==> config.mk <==
export PLATFORM = sky130hd
export DESIGN_NAME = fir_lc_cell
export DESIGN_NICKNAME = d
export VERILOG_FILES = /design/src/design/fir_lc_pkg.sv /design/src/design/fir_lc_cell.sv
export SDC_FILE = /design/constraint.sdc
export NUM_CORES = 1
export LEC_CHECK = 0
export ABC_AREA = 1
export BUFFER_PORTS_ARGS = -buffer_cell sky130_fd_sc_hd__buf_2
export CAP_MARGIN = 5
export CORE_UTILIZATION = 30
export CTS_BUF_LIST = sky130_fd_sc_hd__clkbuf_8
export DETAILED_ROUTE_END_ITERATION = 7
export PLACE_DENSITY_LB_ADDON = 0.2
export SETUP_SLACK_MARGIN = 0.05
export SKIP_CTS_REPAIR_TIMING = 1
export SLEW_MARGIN = 20
export SYNTH_ARGS = -nofsm -noshare
export SYNTH_HDL_FRONTEND = slang
export SYNTH_SLANG_ARGS = --single-unit
==> constraint.sdc <==
create_clock -name clk_i -period 0.8 [get_ports clk_i]
set_clock_uncertainty 0.05 [all_clocks]
set_input_delay 0.08 -clock clk_i [delete_from_list [all_inputs] [get_ports clk_i]]
set_output_delay 0.08 -clock clk_i [all_outputs]
set_load 0.03 [all_outputs]
==> src/design/fir_lc_pkg.sv <==
// Shared types and constants for the FIR linear-convolution block.
// Item structs, opcodes and the control groups between the top level,
// the tap cells and the multiply-accumulate unit. No dependencies.
package fir_lc_pkg;

  localparam int unsigned SampleW  = 16;
  localparam int unsigned CoefIdxW = 6;
  localparam int unsigned TapCntW  = 7;

  localparam logic [TapCntW-1:0] TapCountReset = 7'd32;

  typedef enum logic {
    OpSample = 1'b0,
    OpCoef   = 1'b1
  } op_e;

  typedef struct packed {
    op_e                        op;
    logic signed [SampleW-1:0]  sample;
    logic                       last;
    logic [CoefIdxW-1:0]        coef_index;
    logic signed [SampleW-1:0]  coef_value;
  } in_item_t;

  typedef struct packed {
    logic signed [SampleW-1:0] y;
    logic                      saturated;
    logic                      last_out;
  } out_item_t;

  // History line moves shared by every cell
  typedef struct packed {
    logic clear;
    logic shift;
    logic rotate;
  } cell_ctrl_t;

  // Accumulator controls
  typedef struct packed {
    logic clr;
    logic en;
    logic use_tap;
  } mac_ctrl_t;

endpackage

==> src/design/fir_lc_cell.sv <==
// One tap cell: holds one history sample and one coefficient.
// Shifts history forward, rotates both values backward. Uses fir_lc_pkg.
module fir_lc_cell (
  input  logic                                   clk_i,
  input  logic                                   rst_ni,
  input  fir_lc_pkg::cell_ctrl_t                 ctrl_i,
  input  logic signed [fir_lc_pkg::SampleW-1:0]  hist_prev_i,
  input  logic signed [fir_lc_pkg::SampleW-1:0]  hist_next_i,
  input  logic signed [fir_lc_pkg::SampleW-1:0]  coef_next_i,
  input  logic                                   coef_we_i,
  input  logic signed [fir_lc_pkg::SampleW-1:0]  coef_i,
  output logic signed [fir_lc_pkg::SampleW-1:0]  hist_o,
  output logic signed [fir_lc_pkg::SampleW-1:0]  coef_o
);

  logic signed [fir_lc_pkg::SampleW-1:0] hist_q, hist_d;
  logic signed [fir_lc_pkg::SampleW-1:0] coef_q, coef_d;

  // Select next history value: clear wins, then shift, then rotate
  always_comb begin
    hist_d = hist_q;
    if (ctrl_i.clear) begin
      hist_d = '0;
    end else if (ctrl_i.shift) begin
      hist_d = hist_prev_i;
    end else if (ctrl_i.rotate) begin
      hist_d = hist_next_i;
    end
  end

  // Select next coefficient: a write wins over rotation
  always_comb begin
    coef_d = coef_q;
    if (coef_we_i) begin
      coef_d = coef_i;
    end else if (ctrl_i.rotate) begin
      coef_d = coef_next_i;
    end
  end

  always_ff @(posedge clk_i or negedge rst_ni) begin
    if (!rst_ni) begin
      hist_q <= '0;
      coef_q <= '0;
    end else begin
      hist_q <= hist_d;
      coef_q <= coef_d;
    end
  end

  assign hist_o = hist_q;
  assign coef_o = coef_q;

endmodule

# After elaboration in Yosys (flattened, before gate mapping)
# Index checks and enable logic that the tools add are counted.
# classes
addsub,0
multipliers,0
div,0
n_lt_le_gt_ge,0
n_eq_ne,0
n_shift,0
muxes,5
bitwise_logic,0
n_reduce_logical,2
# ops
operator,count
16-bit 2-to-1 mux,5
3-bit nonzero test,1
2-bit nonzero test,1
# totals
register_bits,32
latchBits,0
ramBits,0
romBits,0
in_bits,70
output_inout_bits,32
wordCells,9
memories,0

# Longest topological paths before layout
# Gate-level depths: netlist of run 1.
# depth
word_depth,3
ltp_mapped,7
mapped_depth_nobuf,5

# Worst setup path after synthesis of run 1
# OpenSTA, ideal clock, no wires.
# synth_timing
path_kind,input port to flip-flop
startpoint,input port ctrl_i[1] (netlist name)
endpoint,register hist_q (netlist bit hist_o[0])
setup_ns,0.117
t_arrival_ns,0.641
required_time_ns,0.633
setup_slack_ns,-0.009
path_stages,6
path_buffers,2
cell_sequence,buf_6 > nor2_8 > nor2_8 > buf_6 > nand2_1 > nand2_1
# synth_via
elab_chain_cells,2
elab_cells_between_ends,3
classes_between,mux: 2; reduce/logical: 1
# synth_lines
item,line,rtl
"start, declared",fir_lc_cell.sv:6,"input fir_lc_pkg::cell_ctrl_t ctrl_i,"
16-bit 2-to-1 mux,fir_lc_cell.sv:24,end else if (ctrl_i.shift) begin
16-bit 2-to-1 mux,fir_lc_cell.sv:22,if (ctrl_i.clear) begin
"end signal, assigned",fir_lc_cell.sv:46,hist_q <= hist_d;
"end, declared",fir_lc_cell.sv:16,"logic signed [fir_lc_pkg::SampleW-1:0] hist_q, hist_d;"
# Several ways; a longest one is shown, not always the timed one.
# A chain may end at the register's enable or synchronous reset.

# Final worst setup path of run 1
# layout_timing
startpoint,register hist_q (netlist bit hist_o[3])
endpoint,output port hist_o[3] (netlist name)
# layout_lines
item,line,rtl
"end, declared",fir_lc_cell.sv:12,"output logic signed [fir_lc_pkg::SampleW-1:0] hist_o,"
# No word-level cell between the ends.

==> metrics.md, run 1 <==
| Metric | Value |
|---|---|
| Status | finished, violations left |
| Violated checks | negative hold slack, negative setup slack |
| WHS | -24.5 ps |
| Initial Util | 31.5% |
| DRT iter0 DRCs | 37 |
| Port-buffer cells | 101 |
| Final Hold Fails | 7 |
| Max incr delay on CP | 420 ps |
| Synth-to-Final Area Change | 65.0% |
| Most frequent cells in the layout | nand2_1 (111), buf_2 (69), nand3_1 (46), buf_6 (33), dfrtp_2 (31) |
| Endpoints failing setup | 33 |
| Tmin final | 966 ps |
| Placer Congestion | 0.744 |
| Fin util | 52.1% |
| Total grt overflow | 0 |
| CP delay by family, top | flip-flops |
| Critical Path Source Type | flip-flop |
| WS Path Type | reg -> out |
| Crit. End Element | output pin |
| Placed insts | 376 |
| Slew Viols, Final | 0 |
| Slowest CP cell | dfrtp_2 |
| Cell row count | 26 |
| Commonest non-fill, non-tap cell in the layout | nand2_1 |
| Initial antenna violation count | 0 |
| CP Data Required Time | 670 ps |
| Root buffer cell | clkbuf_8 |
| DR vias/cell | 4.41 |
| Filler cells | 503 |
| Worst-path fanout max | 2 |
| Proportion of layout cells with a drive suffix above 1 | 48.3% |
| Mapped Nets | 280 |
| Fmax | 1040 MHz |
| Die height | 75.7 um |
| Final WL | 4590 um |
| Worst min-delay path category | in -> reg |
| Skew-Pair Late Insertion Delay | 270 ps |
| # diodes | 0 |
| Final TNS setup | -4800 ps |
| Cts bufs inserted | 5 |
| Max_cap viols | 0 |
| Residual DRC | 0 |
| CTS tree | built |
| First-pass GRT wire length | 6530 um |
| P_leak | 1.44 nW |
| Worst-path clk slew | 70 ps |
| Layout Nets | 396 |
| Final WS setup | -166 ps |
| Wire per inst | 11.6 um |
| Max clock buf depth | 2 |
| H-Tree Level Count | 2 |
| Top Ports | 102 |
| Largest net degree at the start of global routing | 33 |
| Worst vdd ir | 0.587 mV |
| Final period utilization | 121% |
| Detailed Place HPWL | 3110 um |
| Sequential area share after synthesis | 49.1% |
| DRT Pass-1 Iters | 4 |
| Syn Inst Count | 210 |
| Crit path buf inv count | 1 |
| Power per Cell Area | 1700 mW/mm2 |
| Via count | 1752 |
| Vias in the first global route | 1469 |
| Layout Cells excl Fill | 397 |
| Synth Cell Area | 0.00163 mm2 |
| Yosys cell types | 10 |
| Clk sink count | 32 |
| CP cell instances | buf_6 |
| Core area | 0.00517 mm2 |
| Worst Tran Pin Value | 300 ps |
| Synth Register Bits | 32 |
| Die width | 75.7 um |
| GRT Total Usage | 15.3% |
| Synth warnings | 0 |
| Die area | 0.00574 mm2 |
| Post-route ant nets | 0 |
| Average cell area after synthesis | 7.77 um2 |
| Slew headroom | 80.0% |
| RSZ-0062 raised after global routing | yes |
| Arrival time worst endpoint | 840 ps |
==> state kept, by name, summed over array words and instances, names as in the netlist <==
| signal | flops |
|---|---|
| coef_o | 16 |
| hist_o | 16 |
==> worst paths after layout <==
kind | depth (start not counted) | slack (ps) | start | end
worst max-delay path | 1 | -170 | hist_o[3] | hist_o[3]
worst min-delay path | 3 | -20 | coef_i[5] | coef_o[5]
worst max register to register | 3 | -10 | hist_o[2] | hist_o[2]
worst min register to register | 2 | 450 | coef_o[8] | coef_o[8]
max in group asynchronous | 3 | 270 | rst_ni | hist_o[7]
min in group asynchronous | 3 | 240 | rst_ni | hist_o[1]
==> logic make-up after synthesis <==
| kind of cell | count (synthesis) | synth area share [%] |
|---|---|---|
| buffers and inverters | 15 | 7.13 |
| flip-flops | 32 | 49.1 |
| AND/OR/NAND/NOR | 163 | 43.8 |
==> synthesized netlist by cell type <==
cell type | instances | area [um2]
nand2_1 | 111 | 417
nand3_1 | 48 | 240
dfrtp_1 | 32 | 801
buf_6 | 6 | 67.6
buf_2 | 3 | 15.0
buf_4 | 3 | 22.5
inv_2 | 3 | 11.3
nor2_8 | 2 | 40.0
nand2_2 | 1 | 6.26
nor2_4 | 1 | 11.3
==> through the flow <==
stage / hold WS (ps) / worst slack, ps / cell area, um2 / power, W
after global routing: -16.9 / -200 / 2690 / 0.00483
after detailed placement: 0.291 / -106 / 2250 / 0.00289
after global placement: 1.19 / -83.0 / 2250 / 0.00288
after floorplan: -266 / -3.73 / 1680 / 0.00248
final: -24.5 / -166 / 2690 / 0.00458
after CTS: -297 / -204 / 2360 / 0.00441
==> worst reg2reg max path: cells and delay by family, from the launching register on <==
kind | cells | cell delay [ps]
buffers and inverters | 1 | 130
flip-flops | 1 | 410
AND/OR/NAND/NOR | 2 | 120
==> report_power, final <==
group / internal, W / switching (W) / leakage [nW] / total [W]
Combinational: 0.000566 / 0.000662 / 1.02 / 0.00123
Sequential: 0.00177 / 0.0000954 / 0.366 / 0.00187
Clock: 0.000911 / 0.000574 / 0.0593 / 0.00149
==> per-layer routing <==
layer | global-route usage (%) | vias up | wire, um
met5 | 0 | - | 0
met1 | 18.6 | 793 | 2020
met4 | 4.94 | 0 | 34
met3 | 3.70 | 2 | 218
li1 | - | 901 | -
met2 | 26.5 | 56 | 2320
==> layout make-up <==
| cell class | count | area, um2 | area share [%] |
|---|---|---|---|
| timing repair buffer | 121 | 922 | 34.2 |
| sequential | 32 | 840 | 31.2 |
| multi-input combinational | 163 | 724 | 26.9 |
| tap | 70 | 87.6 | 3.25 |
| clock buffer | 5 | 68.8 | 2.56 |
| clock inverter | 3 | 38.8 | 1.44 |
| inverter | 3 | 11.3 | 0.418 |
(Power assumes the default switching activity.)
==> run 2, diff against run 1 <==
--- a/config.mk
+++ b/config.mk
@@ -8,7 +8,7 @@
 export ABC_AREA = 1
 export BUFFER_PORTS_ARGS = -buffer_cell sky130_fd_sc_hd__buf_2
 export CAP_MARGIN = 5
-export CORE_UTILIZATION = 30
+export CORE_UTILIZATION = 35
 export CTS_BUF_LIST = sky130_fd_sc_hd__clkbuf_8
 export DETAILED_ROUTE_END_ITERATION = 7
 export PLACE_DENSITY_LB_ADDON = 0.2
==> run 2 against run 1 <==
Effect of this change: the run still ends with negative hold slack, negative setup slack left; first-iteration DRC count grew to 2.7 times the previous value; die area fell by 14%; critical path depth did not move; critical endpoint is now coef_o[12]; largest cell class unchanged; largest power group unchanged.
==> metrics.md, run 2 (synthesized netlist as in run 1, its figures left out) <==
| Metric | Value |
|---|---|
| Status | finished, violations left (unchanged) |
| Violated checks | negative hold slack, negative setup slack (unchanged) |
| Fmax | 1030 MHz (was 1040 MHz) |
| Layout Nets | 394 (was 396) |
| CP startpoint | coef_o[12] (was hist_o[3]) |
| Endpoints failing setup | 36 (was 33) |
| Vias in the first global route | 1648 (was 1469) |
| Switching share of total power | 30.5% (was 29.1%) |
| # diodes | 0 (unchanged) |
| Core area | 0.00441 mm2 (was 0.00517 mm2) |
| Sequential group share of total power | 43.2% (was 40.8%) |
| Design area | 0.00264 mm2 (was 0.00269 mm2) |
| Arrival time worst endpoint | 840 ps (about the same) |
| Post-route ant nets | 0 (unchanged) |
| Final WL | 4460 um (was 4590 um) |
| Crit path buf inv count | 1 (unchanged) |
| CP cell instances | buf_6 (unchanged) |
| P_leak | 1.43 nW (was 1.44 nW) |
| First-pass GRT wire length | 7000 um (was 6530 um) |
| Crit. End Element | output pin (unchanged) |
| Residual DRC | 0 (unchanged) |
| Worst-path clk slew | 70 ps (about the same) |
| DRT iter0 DRCs | 100 (was 37) |
| Net Sw Power | 0.00132 W (was 0.00133 W) |
| WHS | -34.5 ps (was -24.5 ps) |
| Die area | 0.00494 mm2 (was 0.00574 mm2) |
| Clk pwr share | 28.4% (was 32.4%) |
| Clk sink count | 32 (unchanged) |
| Initial Util | 37.0% (was 31.5%) |
| Power per Cell Area | 1640 mW/mm2 (was 1700 mW/mm2) |
| Placer Congestion | 0.753 (was 0.744) |
| Most frequent cells in the layout | nand2_1 (111), buf_2 (69), nand3_1 (41), buf_6 (35), dfrtp_2 (31) (was nand2_1 (111), buf_2 (69), nand3_1 (46), buf_6 (33), dfrtp_2 (31)) |
| Largest net degree at the start of global routing | 33 (unchanged) |
| Tmin final | 969 ps (was 966 ps) |
| Die width | 70.3 um (was 75.7 um) |
| DR vias/cell | 4.63 (was 4.41) |
| RSZ-0062 raised after global routing | yes (unchanged) |
| Post-Place Cell Area | 0.00221 mm2 (was 0.00225 mm2) |
| Worst min-delay path category | in -> reg (unchanged) |
| DRT Pass-1 Iters | 4 (unchanged) |
| Layout Cells excl Fill | 377 (was 397) |
| Initial antenna violation count | 0 (unchanged) |
| Skew-Pair Late Insertion Delay | 270 ps (about the same) |
| Worst vdd ir | 0.870 mV (was 0.587 mV) |
| Final TNS setup | -4960 ps (was -4800 ps) |
| Reg2reg start | coef_o[3] (was hist_o[2]) |
| Root buffer cell | clkbuf_8 (unchanged) |
| Wire per inst | 11.8 um (was 11.6 um) |
| Detailed Place HPWL | 3080 um (was 3110 um) |
| Fin util | 59.8% (was 52.1%) |
| Commonest non-fill, non-tap cell in the layout | nand2_1 (unchanged) |
| Cts bufs inserted | 5 (unchanged) |
| Top Ports | 102 (unchanged) |
| CP delay by family, top | flip-flops (unchanged) |
| Port-buffer cells | 101 (unchanged) |
| Slew headroom | 74.5% (was 80.0%) |
| Critical Path Source Type | flip-flop (unchanged) |
| CTS tree | built (unchanged) |
| Pwr Total | 0.00434 W (was 0.00458 W) |
| CP Data Required Time | 670 ps (about the same) |
| GRT Total Usage | 17.5% (was 15.3%) |
| Die height | 70.3 um (was 75.7 um) |
| WS Path Type | reg -> out (unchanged) |
| Internal | 0.00302 W (was 0.00325 W) |
| Max_cap viols | 0 (unchanged) |
| Final Hold Fails | 15 (was 7) |
| Proportion of layout cells with a drive suffix above 1 | 51.4% (was 48.3%) |
| Comb pwr share | 28.4% (was 26.8%) |
| Worst-path fanout max | 2 (unchanged) |
| Placed insts | 357 (was 376) |
| Total grt overflow | 0 (unchanged) |
| Slew Viols, Final | 0 (unchanged) |
| Slowest CP cell | dfrtp_2 (unchanged) |
| H-Tree Level Count | 2 (unchanged) |
| Max incr delay on CP | 420 ps (about the same) |
| Max clock buf depth | 2 (unchanged) |
| Final WS setup | -169 ps (was -166 ps) |
| Worst Tran Pin Value | 382 ps (was 300 ps) |
| Final period utilization | 121% (about the same) |
| Cell row count | 24 (was 26) |
| Via count | 1747 (was 1752) |
| Synth-to-Final Area Change | 61.8% (was 65.0%) |
| HP Start | coef_i[13] (was coef_i[5]) |
==> run 2: cell types whose count changed in the layout (fill, tap and decap cells not counted), moves of 2 or more <==
cell	before	now
dlygate4sd3_1	10	3
nand3_1	46	41
nand3_2	2	7
buf_4	6	10
buf_6	33	35
==> run 2: worst paths after layout <==
kind	to	slack (ps)	depth (start not counted)
max in group asynchronous	coef_o[0]	280	3
hold / removal	coef_o[13]	-30	3
hold reg to reg	coef_o[9]	450	2
setup / recovery	coef_o[12]	-170	1
setup reg to reg	coef_o[3]	-40	3
min in group asynchronous	coef_o[10]	230	3
==> run 2: stage by stage <==
| stage | hold WS [ps] | setup WS (ps) |
|---|---|---|
| 2_1_floorplan | -266 | -3.73 |
| 3_3_place_gp | -2.36 | -82.5 |
| 3_5_place_dp | -2.16 | -102 |
| 4_1_cts | -304 | -202 |
| 5_1_grt | -13.7 | -189 |
| 6_report | -34.5 | -169 |
==> run 2: power groups by stage <==
stage	clock [W]	combinational, W	sequential, W
after CTS	0.00126	0.00100	0.00184
after floorplan	0	0.000343	0.00214
final	0.00123	0.00123	0.00188
after global routing	0.00130	0.00134	0.00189
after global placement	0	0.000995	0.00187
after detailed placement	0	0.00100	0.00186
==> run 2: area by class of cell <==
cell class | instances | area (um2)
repair buffers | 119 | 885
fillers | 419 | 1770
clock inverters | 2 | 7.51
clock buffers | 6 | 82.6
well taps | 52 | 65.1
multi-input cells | 163 | 749
flip-flops and latches | 32 | 840
inverters | 3 | 11.3
==> run 2: metal layers <==
metal	GRT usage, %	wire length, um
met5	0	0
met4	6.44	65
met3	2.89	226
met2	29.3	2230
met1	22.5	1950
==> run 2: worst register-to-register path: stages, from the launching register on <==
cell and delay [ps]:
dfrtp_2 420, buf_4 130, nand2_1 40, nand3_1 70
