==> config.mk <==
export PLATFORM = sky130hd
export DESIGN_NAME = fir_lc_mac
export DESIGN_NICKNAME = d
export VERILOG_FILES = /design/src/design/fir_lc_pkg.sv /design/src/design/fir_lc_mac.sv
export SDC_FILE = /design/constraint.sdc
export NUM_CORES = 1
export LEC_CHECK = 0
export ABC_AREA = 1
export BUFFER_PORTS_ARGS = -buffer_cell sky130_fd_sc_hd__buf_2
export CORE_AREA = 5 5 199 201
export CTS_CLUSTER_DIAMETER = 30
export DETAILED_ROUTE_END_ITERATION = 8
export DIE_AREA = 0 0 204 206
export HOLD_SLACK_MARGIN = 0.06
export SYNTH_ARGS = -nofsm -noshare
export SYNTH_HDL_FRONTEND = slang
export SYNTH_SLANG_ARGS = --single-unit
==> constraint.sdc <==
create_clock -name clk_i -period 3 [get_ports clk_i]
set_clock_uncertainty 0.1 [all_clocks]
set_input_delay 0 -clock clk_i [delete_from_list [all_inputs] [get_ports clk_i]]
set_output_delay 0 -clock clk_i [all_outputs]
set_load 0.02 [all_outputs]
==> src/design/fir_lc_pkg.sv <==
// Shared types and constants for the FIR linear-convolution block.
// Item structs, opcodes and the control groups between the top level,
// the tap cells and the multiply-accumulate unit. No dependencies.
package fir_lc_pkg;

  localparam int unsigned SampleW  = 16;
  localparam int unsigned CoefIdxW = 6;
  localparam int unsigned TapCntW  = 7;

  localparam logic [TapCntW-1:0] TapCountReset = 7'd32;

  typedef enum logic {
    OpSample = 1'b0,
    OpCoef   = 1'b1
  } op_e;

  typedef struct packed {
    op_e                        op;
    logic signed [SampleW-1:0]  sample;
    logic                       last;
    logic [CoefIdxW-1:0]        coef_index;
    logic signed [SampleW-1:0]  coef_value;
  } in_item_t;

  typedef struct packed {
    logic signed [SampleW-1:0] y;
    logic                      saturated;
    logic                      last_out;
  } out_item_t;

  // History line moves shared by every cell
  typedef struct packed {
    logic clear;
    logic shift;
    logic rotate;
  } cell_ctrl_t;

  // Accumulator controls
  typedef struct packed {
    logic clr;
    logic en;
    logic use_tap;
  } mac_ctrl_t;

endpackage

==> src/design/fir_lc_mac.sv <==
// Multiply-accumulate unit at the head of the cell chain, with output
// rounding and saturation. Uses fir_lc_pkg for widths and control struct.
module fir_lc_mac #(
  parameter int unsigned ACC_WIDTH = 40
) (
  input  logic                                   clk_i,
  input  logic                                   rst_ni,
  input  fir_lc_pkg::mac_ctrl_t                  ctrl_i,
  input  logic signed [fir_lc_pkg::SampleW-1:0]  hist_i,
  input  logic signed [fir_lc_pkg::SampleW-1:0]  coef_i,
  output logic signed [fir_lc_pkg::SampleW-1:0]  y_o,
  output logic                                   sat_o
);

  localparam int unsigned SW    = fir_lc_pkg::SampleW;
  localparam int unsigned ProdW = 2 * SW;
  localparam int unsigned RndW  = ACC_WIDTH + 1;

  localparam logic signed [RndW-1:0] RoundBias = RndW'(2 ** (SW - 2));
  localparam logic signed [RndW-1:0] MaxY      = RndW'(2 ** (SW - 1) - 1);
  localparam logic signed [RndW-1:0] MinY      = ~MaxY;

  logic signed [ProdW-1:0]     prod_q;
  logic                        pvld_q;
  logic signed [ACC_WIDTH-1:0] acc_q, acc_d;
  logic signed [ACC_WIDTH-1:0] addend;
  logic signed [RndW-1:0]      rnd;
  logic signed [RndW-1:0]      scaled;

  // Register each product before it reaches the adder
  always_ff @(posedge clk_i) begin
    if (ctrl_i.en) begin
      prod_q <= hist_i * coef_i;
    end
  end

  assign addend = pvld_q ? ACC_WIDTH'(prod_q) : '0;

  // Accumulate modulo 2^ACC_WIDTH
  always_comb begin
    acc_d = acc_q;
    if (ctrl_i.clr) begin
      acc_d = '0;
    end else if (ctrl_i.en) begin
      acc_d = acc_q + addend;
    end
  end

  always_ff @(posedge clk_i or negedge rst_ni) begin
    if (!rst_ni) begin
      pvld_q <= 1'b0;
      acc_q  <= '0;
    end else begin
      acc_q <= acc_d;
      if (ctrl_i.clr) begin
        pvld_q <= 1'b0;
      end else if (ctrl_i.en) begin
        pvld_q <= ctrl_i.use_tap;
      end
    end
  end

  // Round half up, scale back to Q1.15 and clip
  assign rnd    = RndW'(acc_q) + RoundBias;
  assign scaled = rnd >>> (SW - 1);

  always_comb begin
    sat_o = 1'b0;
    y_o   = scaled[SW-1:0];
    if (scaled > MaxY) begin
      sat_o = 1'b1;
      y_o   = MaxY[SW-1:0];
    end else if (scaled < MinY) begin
      sat_o = 1'b1;
      y_o   = MinY[SW-1:0];
    end
  end

endmodule

== Word level (Yosys, flattened, before mapping) ==
Cells that the tools add are included.

* Muxes and demuxes: 9
* $add $sub $neg: 2
* $mul: 1
* Reduce and logical (&&, ||, !) cells: 1
* Order comparisons: 2

{| class="wikitable"
|+ Operator list
! kind !! number
|-
| two-way mux 40 bit || 3
|-
| adder 40 x 16 -> 41 bit (second input constant) || 1
|-
| adder 40 bit || 1
|-
| multiplier 16 x 16 -> 32 bit || 1
|-
| two-way mux 16 bit || 2
|-
| greater-than comparator 26 x 16 -> 1 bit (second input constant) || 1
|-
| less-than comparator 26 x 16 -> 1 bit (second input constant) || 1
|-
| two-way mux 1 bit || 4
|-
| nonzero test 2 bit || 1
|}

* Flip-flop bits (word level): 73
* Output and inout bits: 17
* Bits of input ports: 37

== Depth between registers and ports, before layout ==
Gate-level depths: netlist of run 1.

* Depth in word-level cells: 4
* Gate-level depth with buffers: 27
* Mapped depth without buffers: 25

== Least setup slack after synthesis of run 1 ==
Ideal clock, no wire load.

* Kind: input-to-reg
* Start point: input port hist_i[15] in the netlist's numbering
* End point: register prod_q[31], data pin
* Required time: 2637 ps
* Library setup time: 263 ps
* Stages: 22
* Arrival time: 5194 ps
* Path slack: -2558 ps
* Cells stage by stage: clkbuf_1 nand2_1 inv_1 fa_1 inv_1 fa_1 inv_1 fa_1 fa_1 fa_1 inv_1 fa_1 inv_1 ha_1 nand2_1 nor2_1 inv_1 nor3_1 nand3_1 nand3_1 a21oi_1 xor2_1

* Word-level cells in the longest chain between the ends: 1

{| class="wikitable"
|+ Ends and longest elaborated chain
! item !! RTL line !! text
|-
| from (decl) || fir_lc_mac.sv:9 || <nowiki>input logic signed [fir_lc_pkg::SampleW-1:0] hist_i,</nowiki>
|-
| multiplier 16 x 16 -> 32 bit || fir_lc_mac.sv:33 || <nowiki>prod_q <= hist_i * coef_i;</nowiki>
|-
| to (signal assigned) || fir_lc_mac.sv:33 ||
|-
| to (decl) || fir_lc_mac.sv:23 || <nowiki>logic signed [ProdW-1:0] prod_q;</nowiki>
|}

No other way between the ends.
A chain may end at the register's enable or synchronous reset.

== Final worst setup path of run 1 ==
* Start point: input port coef_i[15] in the netlist's numbering
* End point: register prod_q[31], data pin

* Word-level cells in the longest chain between the ends: 1

{| class="wikitable"
|+ Ends and longest elaborated chain
! item !! RTL line !! text
|-
| from (decl) || fir_lc_mac.sv:10 || <nowiki>input logic signed [fir_lc_pkg::SampleW-1:0] coef_i,</nowiki>
|-
| multiplier 16 x 16 -> 32 bit || fir_lc_mac.sv:33 ||
|}

No other way between the ends.

==> run summary, run 1 <==
most instantiated cells after synthesis -> nand2_1, inv_1, fa_1, nor2_1, ha_1
first-pass GRT wire length -> 78490 um
Die Ht -> 206 um
I/O pins -> 54
max_slew headroom -> 33.63%
synthesized instance count -> 2350
largest net degree at the start of global routing -> 42
Crit Path Class -> in2reg
worst min path class -> in2reg
RR Endpoint -> acc_q[5]
Fin. Hold Viols -> 0
CTS max path bufs -> 2
sequential share of the synthesized area -> 11.88%
Floorplan Core Area -> 37400 um2
Worst R2R Path Depth -> 11
async set or reset register ratio after synthesis -> 56.16%
vias in the first global route -> 15950
status -> finished, violations left
Critical R2R Launch -> pvld_q
Post-synth EDFFs -> 32
CP delay by family, top -> adder cells
Via-to-Cell Ratio -> 4.805
Final GP Congestion -> 0.9158
clk slew on worst S/H paths -> 0.06 ns
count leader, synth -> nand2_1
Slew @ Worst Pin -> 0.9956 ns
row count -> 71
Synth area leader -> fa_1
CTS root buf -> clkbuf_16
initial antenna violation count -> 0
Syn Nets -> 2772
Die W -> 204 um
post-synth top area share -> 31.49%
Fin Hold WS -> 0.1044 ns
total CTS buffers -> 9
Worst Path Required -> 2.99 ns
final design area excluding fillers -> 21420 um2
fin crit share -> 165.6%
Area growth syn-to-layout -> 28.11%
H-tree depth -> 3
Critical Path Stages -> 23
Final TNS setup -> -43.59 ns
synthesized area per cell -> 7.115 um2
antenna viol nets, final -> 0
Main synth FF type -> dfrtp_1
CP max stage cell -> fa_1
grt total ovfl -> 0
fraction of layout cells with a size suffix above 1 -> 23.05%
Worst Path Arrival -> 4.95 ns
Critical Path Start Type -> primary input
vias -> 14960
Max Freq -> 201.3 MHz
Post-Route WL -> 47280 um
CP peak stage delay -> 0.53 ns
RSZ-0062 raised after global routing -> yes
CTS tree -> built
YS warnings -> 0
crit path from -> coef_i[15]
CP endpoint kind -> register
crit path cell chain -> buf_8 -> clkinvlp_4 -> buf_4 -> buf_6 -> nor2_4 -> fa_1 -> fa_1 -> fa_1 -> fa_1 -> fa_1 -> inv_1 -> fa_1 -> inv_2 -> ha_4 -> buf_4 -> nand2_4 -> nor2_2 -> inv_2 -> nor3_4 -> nand3_2 -> nand3_4 -> a21oi_2 -> xor2_1
DPL Wire Length -> 40080 um
Buf+Inv Stages, Crit Path -> 8
router iterations before antenna repair -> 5
Final Max Slew Viols -> 0
clock latency on the worst-skew pair -> 0.35 ns
Routed WL per cell -> 15.18 um
Synth Register Bits -> 73
# setup viols final -> 26
IO Port Bufs -> 53
gr usage total -> 22.89%
n_diodes -> 0
failing checks -> setup timing
# Max-Cap Violations -> 0
Distinct cells, synth -> 40
worst setup margin -> -1.968 ns
cell area after placement -> 19440 um2
CP Max Fanout -> 5
Post-Syn Area -> 16720 um2
DRC -> 0
Starting Density -> 44.71%
CP Capture Point -> prod_q[31]
Critical Path Most Common Cell -> fa_1
CTS Sinks -> 73
main area contributors after synthesis -> fa_1, nand2_1, inv_1
fin crit period -> 4.968 ns
Nets -> 3020
die footprint -> 42020 um2
r2r setup slk -> 0.23 ns
Initial DRC Count -> 696
-- cells in the final DEF, fill, tap and decap left out, types with 6 or more instances in the layout --
| master | n |
|---|---|
| nand4_1 | 14 |
| xor2_1 | 33 |
| buf_12 | 10 |
| xnor2_1 | 17 |
| edfxtp_1 | 32 |
| buf_2 | 28 |
| dfrtp_1 | 39 |
| o21ai_0 | 73 |
| nand3_1 | 50 |
| a21oi_2 | 20 |
| a21oi_1 | 60 |
| a21oi_4 | 11 |
| ha_1 | 82 |
| nor2_4 | 13 |
| clkbuf_16 | 9 |
| nor2_2 | 16 |
| fa_1 | 244 |
| nor2_1 | 145 |
| nor3_1 | 6 |
| nand2_2 | 28 |
| buf_4 | 195 |
| fa_2 | 19 |
| buf_8 | 7 |
| inv_1 | 537 |
| nand2_4 | 19 |
| ha_4 | 39 |
| nand3_2 | 6 |
| buf_6 | 60 |
| nand2_1 | 634 |
| nor3_4 | 6 |
| inv_2 | 62 |
-- final cells by class --
cell class / instances / area [um2]
tap: 511 / 639.4
fill: 3484 / 15980
multi-input combinational: 1599 / 13520
inverter: 607 / 2303
sequential: 73 / 1989
clock inverter: 6 / 65.06
clock buffer: 10 / 229.0
timing repair buffer: 308 / 2675
-- metrics by stage --
stage / worst slack, ns / instances / util, %
2_1_floorplan: -2.143 / 2350 / -
3_3_place_gp: -2.370 / 3049 / 51.99
3_5_place_dp: -2.472 / 3049 / 51.99
4_1_cts: -1.911 / 3097 / 55.59
5_1_grt: -2.172 / 3114 / 57.27
6_report: -1.968 / 3114 / 57.27
-- routing by layer --
layer / routed length [um] / global-route usage (%) / vias to the layer above
met5: 0 / 0 / -
met4: 1376 / 6.341 / 0
met3: 1016 / 1.491 / 78
met2: 24500 / 42.29 / 234
met1: 20380 / 29.15 / 7246
li1: - / - / 7406
-- tightest hold or removal path, stage by stage --
cell     delay, ns
buf_2         0.12
buf_4         0.19
nand2_1       0.07
inv_1         0.05
-- how the worst min path moves through the flow --
stage,start,to,slack [ns],cells past startpoint
2_1_floorplan,rst_ni,acc_q[0],-0.40,0
6_report,hist_i[0],prod_q[0],0.10,4
3_3_place_gp,rst_ni,acc_q[5],0.1,1
5_1_grt,hist_i[0],prod_q[0],0.14,4
4_1_cts,hist_i[0],prod_q[0],0.11,4
3_5_place_dp,rst_ni,acc_q[5],0.10,1
-- registers in the layout, indices dropped and copies added, names as in the netlist --
name / flops
acc_q: 40
prod_q: 32
pvld_q: 1
-- logic make-up (layout without fill, tap and decap cells) --
family                   count (synthesis)  count (layout)  synth area share [%]
buffers and inverters                  678             931                 15.31
adder cells (fa/ha/maj)                385             385                 40.62
AND/OR/NAND/NOR                        953             953                 22.66
XOR/XNOR                                54              54                 2.829
AO/OA/AOI/OAI                          207             207                 6.698
flip-flops                              73              73                 11.88
-- what timing repair did --
| item | CTS | global route |
|---|---|---|
| endpoints found under the hold margin | 46 | 0 |
| setup buffers | 26 | 20 |
| hold buffers | 4 | 0 |
| cloned | 3 | 0 |
| endpoints found under the setup margin | 27 | 49 |
| resized for setup | 197 | 143 |
| pin swaps | 104 | 102 |
Power of run 1 is not shown: default switching activity piles up to over one toggle a cycle in this logic, so the estimate is an artifact.
==> run 2, diff against run 1 <==
- CORE_AREA: 5 5 199 201 -> 5 5 173 175
- DIE_AREA: 0 0 204 206 -> 0 0 178 180
- PLACE_DENSITY: default -> 0.77
==> run 2 against run 1 <==
The flow still finishes with violations (setup timing). Worst hold slack improved by 0.11 ns. Cell count fell by 4.5%. Sequential share of layout area rose by 0.068 points. Register-to-register slack barely moved. Sequential cell count did not move. Fmax fell by 1.3%. Worst setup slack got worse by 0.066 ns. First-iteration DRC count rose by 64%. Utilization rose by 18 points. Critical path type unchanged. Critical endpoint is now prod_q[30]. Largest cell class unchanged.
==> run summary, run 2 (synthesis results as in run 1) <==
fraction of layout cells with a size suffix above 1 -> 24.33% (was 23.05%)
row count -> 62 (was 71)
Worst Path Arrival -> 5.04 ns (was 4.95 ns)
fin crit share -> 167.8% (was 165.6%)
H-tree depth -> 3 (unchanged)
Via-to-Cell Ratio -> 5.436 (was 4.805)
Critical Path Most Common Cell -> fa_1 (unchanged)
Buf+Inv Stages, Crit Path -> 10 (was 8)
n_diodes -> 0 (unchanged)
largest registers -> acc_q x40, prod_q x32, pvld_q x1 (unchanged)
Min-Delay Endpoint -> prod_q[0] (unchanged)
total CTS buffers -> 9 (unchanged)
RR Endpoint -> acc_q[22] (was acc_q[5])
commonest non-fill, non-tap cell in the layout -> nand2_1 (unchanged)
gr usage total -> 30.79% (was 22.89%)
Final Max Slew Viols -> 0 (unchanged)
Finished Core Util -> 75.05% (was 57.27%)
fin crit period -> 5.034 ns (was 4.968 ns)
Finished Layout Cells -> 2973 (was 3114)
CTS max path bufs -> 2 (unchanged)
# setup viols final -> 27 (was 26)
r2r setup slk -> 0.22 ns (was 0.23 ns)
crit path cell chain -> buf_6 -> clkinvlp_4 -> buf_4 -> buf_6 -> or2_2 -> fa_1 -> inv_1 -> fa_1 -> fa_1 -> inv_1 -> fa_1 -> inv_1 -> fa_1 -> inv_1 -> fa_1 -> inv_2 -> ha_4 -> inv_2 -> nor3_4 -> nand2_1 -> nor3_1 -> nand2_1 -> nand3_1 -> nand2_1 (was buf_8 -> clkinvlp_4 -> buf_4 -> buf_6 -> nor2_4 -> fa_1 -> fa_1 -> fa_1 -> fa_1 -> fa_1 -> inv_1 -> fa_1 -> inv_2 -> ha_4 -> buf_4 -> nand2_4 -> nor2_2 -> inv_2 -> nor3_4 -> nand3_2 -> nand3_4 -> a21oi_2 -> xor2_1)
Final GP Congestion -> 0.9945 (was 0.9158)
Worst Path Required -> 3.01 ns (was 2.99 ns)
largest net degree at the start of global routing -> 42 (unchanged)
Floorplan Core Area -> 28310 um2 (was 37400 um2)
CP max stage cell -> fa_1 (unchanged)
I/O pins -> 54 (unchanged)
CP peak stage delay -> 0.53 ns (about the same)
Critical Path Start Type -> primary input (unchanged)
# Max-Cap Violations -> 0 (unchanged)
status -> finished, violations left (unchanged)
antenna viol nets, final -> 0 (unchanged)
first-pass GRT wire length -> 80690 um (was 78490 um)
router iterations before antenna repair -> 7 (was 5)
commonest cells after routing, fill and taps aside -> nand2_1, inv_1, fa_1, buf_4, nor2_1 (unchanged)
Largest register FFs -> 40 (unchanged)
vias in the first global route -> 16980 (was 15950)
initial antenna violation count -> 0 (unchanged)
Hold Crit Depth -> 5 (was 4)
Routed WL per cell -> 17.76 um (was 15.18 um)
CP delay by family, top -> adder cells (unchanged)
Fin. Hold Viols -> 0 (unchanged)
Crit Path Class -> in2reg (unchanged)
Nets -> 3006 (was 3020)
Initial DRC Count -> 1141 (was 696)
Die W -> 178 um (was 204 um)
max_slew headroom -> 34.82% (was 33.63%)
DPL Wire Length -> 39000 um (was 40080 um)
grt total ovfl -> 0 (unchanged)
Slew @ Worst Pin -> 0.9777 ns (was 0.9956 ns)
Worst Min Path Start -> hist_i[0] (unchanged)
Critical R2R Launch -> pvld_q (unchanged)
Starting Density -> 59.05% (was 44.71%)
RSZ-0062 raised after global routing -> yes (unchanged)
Top reg by flops -> acc_q (unchanged)
CTS root buf -> clkbuf_16 (unchanged)
Post-Route WL -> 52800 um (was 47280 um)
CP Max Fanout -> 3 (was 5)
clock latency on the worst-skew pair -> 0.34 ns (was 0.35 ns)
Max Freq -> 198.7 MHz (was 201.3 MHz)
vias -> 16160 (was 14960)
CTS tree -> built (unchanged)
die footprint -> 32040 um2 (was 42020 um2)
Area growth syn-to-layout -> 27.10% (was 28.11%)
Die Ht -> 180 um (was 206 um)
DRC -> 0 (unchanged)
Fin Hold WS -> 0.2190 ns (was 0.1044 ns)
clk slew on worst S/H paths -> 0.07 ns (was 0.06 ns)
failing checks -> setup timing (unchanged)
FILL cells -> 1866 (was 3484)
worst setup margin -> -2.034 ns (was -1.968 ns)
CTS Sinks -> 73 (unchanged)
CP endpoint kind -> register (unchanged)
worst min path class -> in2reg (unchanged)
IO Port Bufs -> 53 (unchanged)
cell count after placement -> 2907 (was 3049)
Worst R2R Path Depth -> 16 (was 11)
[run 2: cell types whose count changed in the layout (fill, tap and decap cells not counted), sizes merged]
cell,before,now
buf,301,285
clkinv,2,3
dlygate4sd3,4,5
[run 2: layer usage]
metal  routed length, um  vias to the layer above  global-route usage, %
li1                    -                     7369                      -
met1               19680                     7779                  37.70
met2               26920                      769                  54.71
met3                2837                      245                  2.206
met4                3368                        0                  14.98
met5                   0                        -                      0
[run 2: worst reg2reg max path: cells and delay by family, from the launching register on]
kind | cells | cell delay (ns)
flip-flops | 1 | 0.42
adder cells (fa/ha/maj) | 2 | 0.65
AO/OA/AOI/OAI | 2 | 0.27
AND/OR/NAND/NOR | 9 | 0.91
buffers and inverters | 3 | 0.35
[run 2: what timing repair did]
item / in CTS / in global routing
cloned: 1 / 1
pin swaps: 115 / 123
hold buffers: 5 / 0
setup endpoints to repair: 27 / 59
setup buffers: 26 / 20
endpoints found under the hold margin: 54 / 0
resized for setup: 189 / 219
[run 2: metrics by stage]
step                      setup WS, ns  setup TNS (ns)  instance area, um2
after floorplan                 -2.143          -43.05               17650
after global placement          -2.377          -53.32               19170
after detailed placement        -2.481          -55.66               19170
after CTS                       -1.920          -41.34               20390
after global routing            -2.202          -47.65               21250
final                           -2.034          -44.29               21250
[run 2: cell type report]
| class | count | area (um2) | share of cell area (%) |
|---|---|---|---|
| timing repair buffer | 294 | 2611 | 12.29 |
| inverter | 607 | 2293 | 10.79 |
| clock buffer | 9 | 225.2 | 1.060 |
| clock inverter | 7 | 77.57 | 0.3650 |
| tap | 384 | 480.5 | 2.261 |
| sequential | 73 | 1988 | 9.356 |
| multi-input combinational | 1599 | 13570 | 63.88 |
[run 2: worst max-delay path by stage]
stage               start         end  slack, ns  cells after the start
3_3_place_gp   coef_i[15]  prod_q[22]      -2.38                     23
5_1_grt        hist_i[15]  prod_q[22]      -2.20                     24
2_1_floorplan   coef_i[6]  prod_q[31]      -2.14                     23
3_5_place_dp   coef_i[15]  prod_q[22]      -2.48                     23
6_report       coef_i[15]  prod_q[30]      -2.03                     24
4_1_cts        coef_i[15]  prod_q[30]      -1.92                     21
Power of run 2 is left out for the same reason.
